$ cat src/hdl/track_gap_linear_fill_unit_macros.svh
// Assertion helpers for the gap fill unit.
`ifndef TRACK_GAP_LINEAR_FILL_UNIT_MACROS_SVH
`define TRACK_GAP_LINEAR_FILL_UNIT_MACROS_SVH

// Checked only while out of reset.
`define TGLF_ASSERT(lbl, prop, msg) \
    lbl: assert property (@(posedge aclk) disable iff (!aresetn) prop) else $error(msg);

// Checked on every edge, reset included.
`define TGLF_ASSERT_ALWAYS(lbl, prop, msg) \
    lbl: assert property (@(posedge aclk) prop) else $error(msg);

`endif

$ cat src/hdl/tglf_pkg.sv
`default_nettype none

package tglf_pkg;

    localparam int COORD_W = 16;
    localparam int TIME_W  = 31;
    // running quotient of a filled coordinate, signed
    localparam int QW      = 18;

    // sequencer steps
    localparam logic [2:0] PC_WAIT     = 3'd0;
    localparam logic [2:0] PC_CLASSIFY = 3'd1;
    localparam logic [2:0] PC_DIVIDE   = 3'd2;
    localparam logic [2:0] PC_FIX      = 3'd3;
    localparam logic [2:0] PC_FILL     = 3'd4;
    localparam logic [2:0] PC_SAMPLE   = 3'd5;

    // jump conditions
    localparam logic [2:0] COND_ALWAYS    = 3'd0;
    localparam logic [2:0] COND_ACCEPT    = 3'd1;
    localparam logic [2:0] COND_NOFILL    = 3'd2;
    localparam logic [2:0] COND_DIV_LAST  = 3'd3;
    localparam logic [2:0] COND_FILL_LAST = 3'd4;
    localparam logic [2:0] COND_SLOT_FREE = 3'd5;

    typedef struct packed {
        logic       in_ready;
        logic       div_load;
        logic       div_step;
        logic       div_fix;
        logic       fill;
        logic       emit;
        logic [2:0] cond;
        logic       hold;    // 1: stay when cond is false, 0: go to next step
        logic [2:0] target;
    } ctl_word_t;

    function automatic ctl_word_t ucode(input logic [2:0] pc);
        ctl_word_t w;
        w = '0;
        unique case (pc)
            PC_WAIT: begin
                w.in_ready = 1'b1;
                w.cond     = COND_ACCEPT;
                w.hold     = 1'b1;
                w.target   = PC_CLASSIFY;
            end
            PC_CLASSIFY: begin
                w.div_load = 1'b1;
                w.cond     = COND_NOFILL;
                w.hold     = 1'b0;
                w.target   = PC_SAMPLE;
            end
            PC_DIVIDE: begin
                w.div_step = 1'b1;
                w.cond     = COND_DIV_LAST;
                w.hold     = 1'b1;
                w.target   = PC_FIX;
            end
            PC_FIX: begin
                w.div_fix = 1'b1;
                w.cond    = COND_ALWAYS;
                w.hold    = 1'b1;
                w.target  = PC_FILL;
            end
            PC_FILL: begin
                w.fill   = 1'b1;
                w.cond   = COND_FILL_LAST;
                w.hold   = 1'b1;
                w.target = PC_SAMPLE;
            end
            PC_SAMPLE: begin
                w.emit   = 1'b1;
                w.cond   = COND_SLOT_FREE;
                w.hold   = 1'b1;
                w.target = PC_WAIT;
            end
            default: begin
                w.cond   = COND_ALWAYS;
                w.hold   = 1'b1;
                w.target = PC_WAIT;
            end
        endcase
        return w;
    endfunction

endpackage

`default_nettype wire

$ cat src/hdl/track_gap_linear_fill_unit.sv
// A sample with nothing to fill is classified and emitted once its beat is taken.
// With a gap d in 2..MAX_GAP the filled results leave first, after the division,
// one result per cycle while m_tready is high, the sample itself last.
// A new sample is taken only after the last one has been emitted; the fill uses the
// 16-step serial divider (one bit per cycle, both axes at once).
// Reset clears the step counter, the output valid and the stored previous sample.
`default_nettype none

module track_gap_linear_fill_unit #(
    parameter int MAX_GAP = 64
) (
    input  wire logic        aclk,
    input  wire logic        aresetn,
    input  wire logic        s_tvalid,
    output logic             s_tready,
    input  wire logic [63:0] s_tdata,   // sample_time[30:0], pos_x[46:31], pos_y[62:47]
    output logic             m_tvalid,
    input  wire logic        m_tready,
    output logic [63:0]      m_tdata,   // out_time[30:0], out_x[46:31], out_y[62:47]
    output logic [1:0]       m_tuser,   // is_filled[0], gap_skipped[1]
    output logic             m_tlast
);

`include "track_gap_linear_fill_unit_macros.svh"

    localparam int GAP_W = $clog2(MAX_GAP + 1);
    localparam int CW    = tglf_pkg::COORD_W;
    localparam int TW    = tglf_pkg::TIME_W;
    localparam int QW    = tglf_pkg::QW;

    tglf_pkg::ctl_word_t ctl;

    logic [2:0]  pc_reg, pc_next;
    logic        jump;

    logic [TW-1:0]      cur_time_reg;
    logic [1:0][CW-1:0] cur_pos_reg;
    logic               have_prev_reg;
    logic [TW-1:0]      prev_time_reg;
    logic [1:0][CW-1:0] prev_pos_reg;

    logic               skip_reg;
    logic [GAP_W-1:0]   gap_reg;
    logic [GAP_W-1:0]   t_reg;
    logic [3:0]         div_cnt_reg;
    logic [1:0]         neg_reg;
    logic [1:0][CW-1:0] dvd_reg;
    logic [1:0][GAP_W-1:0] rem_reg;
    logic [1:0][QW-1:0]    step_a_reg;
    logic [1:0][GAP_W-1:0] step_b_reg;
    logic [1:0][QW-1:0]    acc_q_reg;
    logic [1:0][GAP_W-1:0] acc_r_reg;

    logic               m_valid_reg;
    logic [TW-1:0]      m_time_reg;
    logic [1:0][CW-1:0] m_pos_reg;
    logic               m_filled_reg, m_last_reg, m_skip_reg;

    logic               slot_free;
    logic signed [31:0] gap_diff;
    logic               fill_now, skip_now;
    logic [1:0]         delta_neg;
    logic [1:0][CW-1:0] delta_mag;
    logic [1:0][CW-1:0] dvd_next;
    logic [1:0][GAP_W-1:0] rem_next;
    logic [1:0][QW-1:0]    fix_a;
    logic [1:0][GAP_W-1:0] fix_b;
    logic [1:0][QW-1:0]    fill_q;
    logic [1:0][GAP_W-1:0] fill_r;
    logic [1:0][CW-1:0]    fill_pos;
    logic [GAP_W-1:0]      t_inc;
    logic                  fill_last;

    assign ctl       = tglf_pkg::ucode(pc_reg);
    assign slot_free = !m_valid_reg || m_tready;
    assign s_tready  = ctl.in_ready;
    assign t_inc     = t_reg + GAP_W'(1);
    assign fill_last = ({1'b0, t_reg} + (GAP_W + 1)'(2)) == {1'b0, gap_reg};

    // gap classification against the stored sample
    always_comb begin
        gap_diff = $signed({1'b0, cur_time_reg}) - $signed({1'b0, prev_time_reg});
        fill_now = have_prev_reg && (gap_diff >= 32'sd2) && (gap_diff <= 32'(MAX_GAP));
        skip_now = have_prev_reg && (gap_diff > 32'(MAX_GAP));
    end

    // per-axis datapath: divider step, sign fix-up, fill accumulator
    always_comb begin
        logic signed [CW:0]   delta;
        logic [GAP_W:0]       trial;
        logic                 ge;
        logic [GAP_W:0]       rsum;
        logic                 carry;
        logic [QW-1:0]        qn;
        logic [QW-1:0]        qt;
        logic [QW-1:0]        qmag;
        for (int i = 0; i < 2; i++) begin
            delta = $signed({cur_pos_reg[i][CW-1], cur_pos_reg[i]})
                  - $signed({prev_pos_reg[i][CW-1], prev_pos_reg[i]});
            delta_neg[i] = delta[CW];
            delta_mag[i] = delta[CW] ? CW'(-delta) : delta[CW-1:0];

            trial       = {rem_reg[i], dvd_reg[i][CW-1]};
            ge          = trial >= {1'b0, gap_reg};
            rem_next[i] = ge ? GAP_W'(trial - {1'b0, gap_reg}) : trial[GAP_W-1:0];
            dvd_next[i] = {dvd_reg[i][CW-2:0], ge};

            // floor division of delta by the gap: delta = a*d + b, 0 <= b < d
            qmag = {{(QW - CW){1'b0}}, dvd_reg[i]};
            if (neg_reg[i] && rem_reg[i] != '0) begin
                fix_a[i] = -(qmag + QW'(1));
                fix_b[i] = gap_reg - rem_reg[i];
            end else if (neg_reg[i]) begin
                fix_a[i] = -qmag;
                fix_b[i] = '0;
            end else begin
                fix_a[i] = qmag;
                fix_b[i] = rem_reg[i];
            end

            rsum      = {1'b0, acc_r_reg[i]} + {1'b0, step_b_reg[i]};
            carry     = rsum >= {1'b0, gap_reg};
            fill_r[i] = carry ? GAP_W'(rsum - {1'b0, gap_reg}) : rsum[GAP_W-1:0];
            qn        = acc_q_reg[i] + step_a_reg[i] + QW'(carry);
            fill_q[i] = qn;
            // round the floor quotient toward zero
            qt        = qn + QW'(qn[QW-1] && fill_r[i] != '0);
            fill_pos[i] = prev_pos_reg[i] + qt[CW-1:0];
        end
    end

    always_comb begin
        unique case (ctl.cond)
            tglf_pkg::COND_ALWAYS:    jump = 1'b1;
            tglf_pkg::COND_ACCEPT:    jump = s_tvalid;
            tglf_pkg::COND_NOFILL:    jump = !fill_now;
            tglf_pkg::COND_DIV_LAST:  jump = div_cnt_reg == '0;
            tglf_pkg::COND_FILL_LAST: jump = slot_free && fill_last;
            tglf_pkg::COND_SLOT_FREE: jump = slot_free;
            default:                  jump = 1'b1;
        endcase
        if (jump) begin
            pc_next = ctl.target;
        end else if (ctl.hold) begin
            pc_next = pc_reg;
        end else begin
            pc_next = pc_reg + 3'd1;
        end
    end

    always_ff @(posedge aclk) begin
        if (!aresetn) begin
            pc_reg        <= tglf_pkg::PC_WAIT;
            m_valid_reg   <= 1'b0;
            have_prev_reg <= 1'b0;
            prev_time_reg <= '0;
            prev_pos_reg  <= '0;
        end else begin
            pc_reg <= pc_next;
            if (ctl.emit && slot_free) begin
                m_valid_reg   <= 1'b1;
                have_prev_reg <= 1'b1;
                prev_time_reg <= cur_time_reg;
                prev_pos_reg  <= cur_pos_reg;
            end else if (ctl.fill && slot_free) begin
                m_valid_reg <= 1'b1;
            end else if (m_tready) begin
                m_valid_reg <= 1'b0;
            end
        end
    end

    always_ff @(posedge aclk) begin
        if (ctl.in_ready && s_tvalid) begin
            cur_time_reg   <= s_tdata[TW-1:0];
            cur_pos_reg[0] <= s_tdata[TW+CW-1:TW];
            cur_pos_reg[1] <= s_tdata[TW+2*CW-1:TW+CW];
        end
        if (ctl.div_load) begin
            skip_reg    <= skip_now;
            gap_reg     <= gap_diff[GAP_W-1:0];
            div_cnt_reg <= 4'(CW - 1);
            neg_reg     <= delta_neg;
            dvd_reg     <= delta_mag;
            rem_reg     <= '0;
        end
        if (ctl.div_step) begin
            div_cnt_reg <= div_cnt_reg - 4'd1;
            dvd_reg     <= dvd_next;
            rem_reg     <= rem_next;
        end
        if (ctl.div_fix) begin
            step_a_reg <= fix_a;
            step_b_reg <= fix_b;
            acc_q_reg  <= '0;
            t_reg      <= '0;
            // numerator starts at half the gap
            for (int i = 0; i < 2; i++) begin
                acc_r_reg[i] <= gap_reg >> 1;
            end
        end
        if (ctl.fill && slot_free) begin
            acc_q_reg    <= fill_q;
            acc_r_reg    <= fill_r;
            t_reg        <= t_inc;
            m_time_reg   <= prev_time_reg + TW'(t_inc);
            m_pos_reg    <= fill_pos;
            m_filled_reg <= 1'b1;
            m_last_reg   <= 1'b0;
            m_skip_reg   <= 1'b0;
        end
        if (ctl.emit && slot_free) begin
            m_time_reg   <= cur_time_reg;
            m_pos_reg    <= cur_pos_reg;
            m_filled_reg <= 1'b0;
            m_last_reg   <= 1'b1;
            m_skip_reg   <= skip_reg;
        end
    end

    assign m_tvalid = m_valid_reg;
    assign m_tdata  = {1'b0, m_pos_reg[1], m_pos_reg[0], m_time_reg};
    assign m_tuser  = {m_skip_reg, m_filled_reg};
    assign m_tlast  = m_last_reg;

    `TGLF_ASSERT_ALWAYS(a_reset_clears_out, !aresetn |=> !m_tvalid, "output valid after reset")
    `TGLF_ASSERT(a_filled_not_last, m_tvalid && m_tuser[0] |-> !m_tlast && !m_tuser[1], "filled beat marked last or skipped")
    `TGLF_ASSERT(a_accept_classify, s_tvalid && s_tready |=> pc_reg == tglf_pkg::PC_CLASSIFY, "accepted beat not classified")
    `TGLF_ASSERT(a_fill_rem_range, pc_reg == tglf_pkg::PC_FILL |-> acc_r_reg[0] < gap_reg && acc_r_reg[1] < gap_reg, "fill remainder out of range")

endmodule

`default_nettype wire
$ cat config.mk
export PLATFORM = sky130hd
export DESIGN_NAME = track_gap_linear_fill_unit
export DESIGN_NICKNAME = d
export VERILOG_FILES = /design/src/hdl/tglf_pkg.sv /design/src/hdl/track_gap_linear_fill_unit.sv
export VERILOG_INCLUDE_DIRS = /design/src /design/src/hdl
export SDC_FILE = /design/constraint.sdc
export NUM_CORES = 1
export LEC_CHECK = 0
export BUFFER_PORTS_ARGS = -buffer_cell sky130_fd_sc_hd__buf_2
export CAP_MARGIN = 20
export CORE_MARGIN = 2
export CORE_UTILIZATION = 45
export CTS_BUF_LIST = sky130_fd_sc_hd__clkbuf_2
export CTS_CLUSTER_SIZE = 12
export DETAILED_ROUTE_END_ITERATION = 8
export PLACE_DENSITY_LB_ADDON = 0.25
export SLEW_MARGIN = 20
export SYNTH_ARGS = -nofsm -noshare
export SYNTH_HDL_FRONTEND = slang
export SYNTH_SLANG_ARGS = --single-unit
export TNS_END_PERCENT = 1
$ cat constraint.sdc
create_clock -name aclk -period 13.9 [get_ports aclk]
set_clock_uncertainty 0.05 [all_clocks]
set_input_delay 2.78 -clock aclk [delete_from_list [all_inputs] [get_ports aclk]]
set_output_delay 2.78 -clock aclk [all_outputs]
set_load 0.005 [all_outputs]
# --- Word-level counts from Yosys, hierarchy flattened ---
# Index checks and enable logic that the tools add are counted.
word_totals:
  regBits: 364
  inputBits: 68
  wordCells: 152
classes:
  n_addsub: 32
  order_cmp: 7
  n_eq_ne: 12
  muxes: 45
  reduce_logical: 24
op_table:
  columns: ["op", "count"]
  rows:
  - ["$mux W32", 4]
  - ["$mux W18", 4]
  - ["$mux W36", 2]
  - ["$mux W7", 10]
  - ["$mux W31", 2]
  - ["$mux W14", 4]
  - ["$pmux W7 S6", 1]
  - ["$sub A7 B7 Y7", 6]
  - ["$add A18 B1 Y18", 2]
  - ["$add A18 B18 Y18", 2]
  - ["$neg A16 Y18", 2]
  - ["$neg A17 Y18", 2]
  - ["$add A16 B1 Y17 const B", 2]
  - ["$sub A16 B16 Y17", 2]
  - ["$add A16 B1 Y16", 2]
  - ["$add A16 B16 Y16", 2]
  - ["$ge A32 B3 Y1 const B", 1]
  - ["$ge A8 B7 Y1", 4]
  - ["$gt A32 B8 Y1 const B", 1]
  - ["$le A32 B8 Y1 const B", 1]
  - ["$mux W16", 2]
  - ["$neg A16 Y16", 2]
  - ["$sub A31 B31 Y32", 1]
  - ["$add A31 B7 Y31", 1]
  - ["22 further kinds", 58]

# --- Longest topological paths before layout ---
logic_depth:
  word_depth: 9
  depth_mapped: 37
  mapped_depth_nobuf: 36

# --- Worst setup path after synthesis ---
# No wires, ideal clock.
synth_timing:
  path_kind: "register -> register"
  start: "register step_b_reg[7] in the netlist's numbering"
  end: "register m_pos_reg, in the netlist m_tdata[59] (data pin)"
  setup_time_ns: 0.267
  arrival_time_ns: 6.870
  slack_ns: 6.714
  path_stages_with_launch: 36
  n_path_buf: 0
  synth_period_minus_slack_ns: 7.186
  cell_sequence: "edfxtp_1 > ha_1 > fa_1 > inv_1 > fa_1 > inv_1 > a21oi_1 > o21ai_0 > a21o_1 > a21o_1 > o21ai_0 > nand3_1 > inv_1 > fa_1 > nor2b_1 > o21ai_0 > a21oi_1 > o2111ai_1 > a31o_2 > o211ai_1 > a21o_1 > a21oi_1 > xnor2_1 > a41oi_1 > fa_1 > fa_1 > a21o_1 > a21oi_1 > o21bai_1 > a21oi_1 > o21bai_1 > a21o_1 > a211o_1 > a21oi_1 > xor2_1 > o21ai_0"
synth_via:
  elab_chain_len: 9
  elab_cells_between_ends: 11
  classes_between: "add/sub: 5; order compare: 1; mux: 3; reduce/logical: 2"
synth_lines:
  columns: ["element", "line", "text"]
  rows:
  - ["from (decl)", "track_gap_linear_fill_unit.sv:50", "logic [1:0][GAP_W-1:0] step_b_reg;"]
  - ["from (signal assigned)", "track_gap_linear_fill_unit.sv:194", "step_b_reg <= fix_b;"]
  - ["$add A7 B7 Y8 *", "track_gap_linear_fill_unit.sv:121", "rsum = {1'b0, acc_r_reg[i]} + {1'b0, step_b_reg[i]};"]
  - ["branches (longest 4 deep; another with $add A18 B1 Y18)", null, null]
  - ["$add A16 B1 Y16 *", "track_gap_linear_fill_unit.sv:127", "qt = qn + QW'(qn[QW-1] && fill_r[i] != '0);"]
  - ["$add A16 B16 Y16 *", "track_gap_linear_fill_unit.sv:128", "fill_pos[i] = prev_pos_reg[i] + qt[CW-1:0];"]
  - ["$mux W32 *", "track_gap_linear_fill_unit.sv:202", "if (ctl.fill && slot_free) begin"]
  - ["$mux W32 *", "track_gap_linear_fill_unit.sv:212", "if (ctl.emit && slot_free) begin"]
  - ["to (signal assigned)", "track_gap_linear_fill_unit.sv:207", "m_pos_reg <= fill_pos;"]
  - ["to (signal assigned)", "track_gap_linear_fill_unit.sv:214", "m_pos_reg <= cur_pos_reg;"]
  - ["to (decl)", "track_gap_linear_fill_unit.sv:56", "logic [1:0][CW-1:0] m_pos_reg;"]
# Every way passes the cells marked *. The select of a mux whose other input is x is not followed.
# A chain may end at the register's enable or synchronous reset.

# --- Worst setup path in the final report ---
layout_timing:
  start: "register step_b_reg[0] in the netlist's numbering"
  end: "register m_pos_reg, in the netlist m_tdata[45] (data pin)"
# Same word-level chain as after synthesis.

==> impl_metrics.csv <==
group,metric,value,unit
run_status,status,"finished, final reports clean",
logic_synthesis,ys_async_sr_fraction,0,
place,placed_cells,3262,
clock_network,cts_tree,"built",
final_layout,finalNetCount,2955,
drt,drt-initial-drc-count,1225,
drt,via_count,19200,
critical_path,critPathMostFrequentCell,"o21ai_0",
sta,drv_slew,0,
logic_synthesis,ys_types,90,
logic_synthesis,syn_area_per_cell,9.65,µm²
place,io_buffers,134,
logic_synthesis,synthFlopType,"edfxtp_1",
sta,finalSetupViolCount,0,
place,routabilityCongestion,0.889,
die,dieArea,0.0554,mm²
logic_synthesis,netlist_top_cells_area,"edfxtp_1 37%, ha_1 10%, xnor2_1 6.2%",
pwr,p_leak,10.3,nW
sta,fmax,115,MHz
drt,postRouteAntennaNets,0,
critical_path,start_kind,"register",
critical_path,worstPathMaxFanout,11,
clock_network,cts_buffers,94,
critical_path,slowest_delay,0.42,ns
final_layout,final_cell_mix,"294 x edfxtp_1, 257 x nand2_1, 196 x ha_1, 189 x inv_1, 181 x nor2_1",
logic_synthesis,synth_top_area_share,0.366,
drt,routed_wirelength,60900,µm
logic_synthesis,ys.warnings.count,0,
die,num_io_pins,137,
sta,rsz0062_at_grt,"false",
pwr,pwr_density_cell,206,mW/mm²
die,die-width,235,µm
sta,finalCritPeriodShare,0.624,
logic_synthesis,yosysTopAreaCell,"edfxtp_1",
logic_synthesis,syn_nets,2784,
worst_hold_path,hold_class,"reg -> reg",
sta,fin_setup_tns,0,ns
global_route,antenna_found_initial,1,
place,hpwl,43700,µm
global_route,track_usage,0.218,
final_layout,finalCoreUtilization,0.501,
clock_network,max-clock-path-buffers,3,
clock_network,cts_resized,0,
final_layout,area_growth,9.60,%
clock_network,clock_latency,1.10,ns
logic_synthesis,netlist_instances,2499,
global_route,grt_overflow_total,0,
sta,slew_headroom,0.331,
global_route,grt_pass1_wl,97500,µm
clock_network,cts.reportedPaths.clkPinSlew,0.10,ns
logic_synthesis,yosys_register_bits,364,
logic_synthesis,seq_area_frac_synth,0.424,
die,initial_utilization,0.457,
critical_path,cp_data_arrival_time,9.44,ns
clock_network,cts.sink_count,364,
logic_synthesis,synth_area,0.0241,mm²
sta,hold_violations,0,
global_route,grt_pass1_vias,19000,
drt,wire_per_inst,17.7,µm
drt,post-route-drc-count,0,
critical_path,worst_setup_path_end_kind,"register",
pwr,ir_worst_vdd,0.000102,V
drt,dr.pass1.iters,5,
die,rows,84,
global_route,grt_max_degree,70,
final_layout,final_layout_size_suffix_gt1_frac,0.130,
final_layout,final_common_cell,"edfxtp_1",
final_layout,stdcell_count,3438,
clock_network,hold_buffers,0,
logic_synthesis,synth_edf_count,294,
clock_network,post_cts_buffers,0,
final_layout,fill_cells,4925,
critical_path,path_class,"reg -> reg",
job,cap_violations,0,
die,die_height,235,µm
drt,avgViaCountPerCell,5.57,
critical_path,slowest_stage,"nand3_1",
clock_network,htree_levels,3,
sta,worstMarginPinSlew,1.00,ns
sta,min_period,8.68,ns
critical_path,critical_path_required,14.66,ns
die,core-area,0.0528,mm²
clock_network,clockRootBuffer,"clkbuf_2",
==> cells by family after synthesis <==
| logic type | synth area share |
|---|---|
| other | 0.000156 |
| adder cells (fa/ha/maj) | 0.119 |
| flip-flops | 0.424 |
| AO/OA/AOI/OAI | 0.169 |
| multiplexers | 0.0111 |
| buffers and inverters | 0.0425 |
| XOR/XNOR | 0.0785 |
| AND/OR/NAND/NOR | 0.155 |
==> routing by layer <==
| layer | up-vias | global-route usage | routed length (µm) |
|---|---|---|---|
| met2 | 481 | 0.363 | 28600 |
| met3 | 101 | 0.0307 | 2850 |
| met1 | 9181 | 0.290 | 28100 |
| met4 | 0 | 0.0747 | 1320 |
| li1 | 9400 | - | - |
| met5 | - | 0 | 0 |
==> report_power, final <==
part / internal [mW] / switching [mW]
logic: 1.10 / 1.64
clock network: 0.351 / 0.467
registers: 1.65 / 0.232
total: 3.10 / 2.34
==> stage by stage <==
step	area, µm²	power, mW	hold WS (ns)	setup slack [ns]
5_1_grt	26400	5.87	0.453	4.63
3_3_place_gp	25500	4.55	0.402	5.56
3_5_place_dp	25500	4.63	0.408	5.32
4_1_cts	26400	5.47	0.430	5.26
2_1_floorplan	24100	3.86	0.384	6.71
6_report	26400	5.44	0.421	5.22
==> path summary, 6_finish.rpt <==
kind,start,slack (ns),depth (start not counted),end
worst max-delay path,step_b_reg[0]$_DFFE_PP_,5.22,35,m_tdata[45]$_DFFE_PP_
worst min-delay path,have_prev_reg$_SDFFE_PN0P_,0.42,1,have_prev_reg$_SDFFE_PN0P_
worst max register to register,step_b_reg[0]$_DFFE_PP_,5.22,35,m_tdata[45]$_DFFE_PP_
worst min register to register,have_prev_reg$_SDFFE_PN0P_,0.42,1,have_prev_reg$_SDFFE_PN0P_
==> synthesized netlist by cell type (all sizes together) (8+ instances only) <==
master and instances:
nand2b 30, edfxtp 294, o21ai 152, or3 18, ha 197, nand2 260
xnor2 170, nand4 20, nor3 49, o21a 22, fa 20, or2 13
nor4 15, and3 26, and2 46, nand3 59, xor2 46, a21oi 165
mux2i 20, o22ai 8, dfxtp 70, o2111ai 9, a31oi 25, a21o 45
clkbuf 67, o31ai 24, o21bai 21, a21boi 70, nor2b 35, a211oi 13
o211ai 13, nor2 181, inv 189
==> layout make-up <==
cell class / count / area (µm²) / share of cell area
multi-input cells: 1874 / 12900 / 0.489
flip-flops and latches: 364 / 10200 / 0.387
well taps: 688 / 861 / 0.0326
repair buffers: 146 / 761 / 0.0288
clock buffers: 144 / 721 / 0.0273
inverters: 190 / 713 / 0.0270
clock inverters: 31 / 228 / 0.00862
diodes: 1 / 2.50 / 0.0000947
==> worst max-delay path, delay by kind of cell (launching register included) <==
kind | cells | cell delay, ns
AOI/OAI and AO/OA | 18 | 3.98
xor gates and xnor gates | 2 | 0.49
adders and majority gates | 6 | 2.05
buffers and inverters | 1 | 0.19
DFF | 1 | 0.40
and+or+nand+nor | 8 | 1.24
Note: power is estimated with default switching activity, not from simulation.
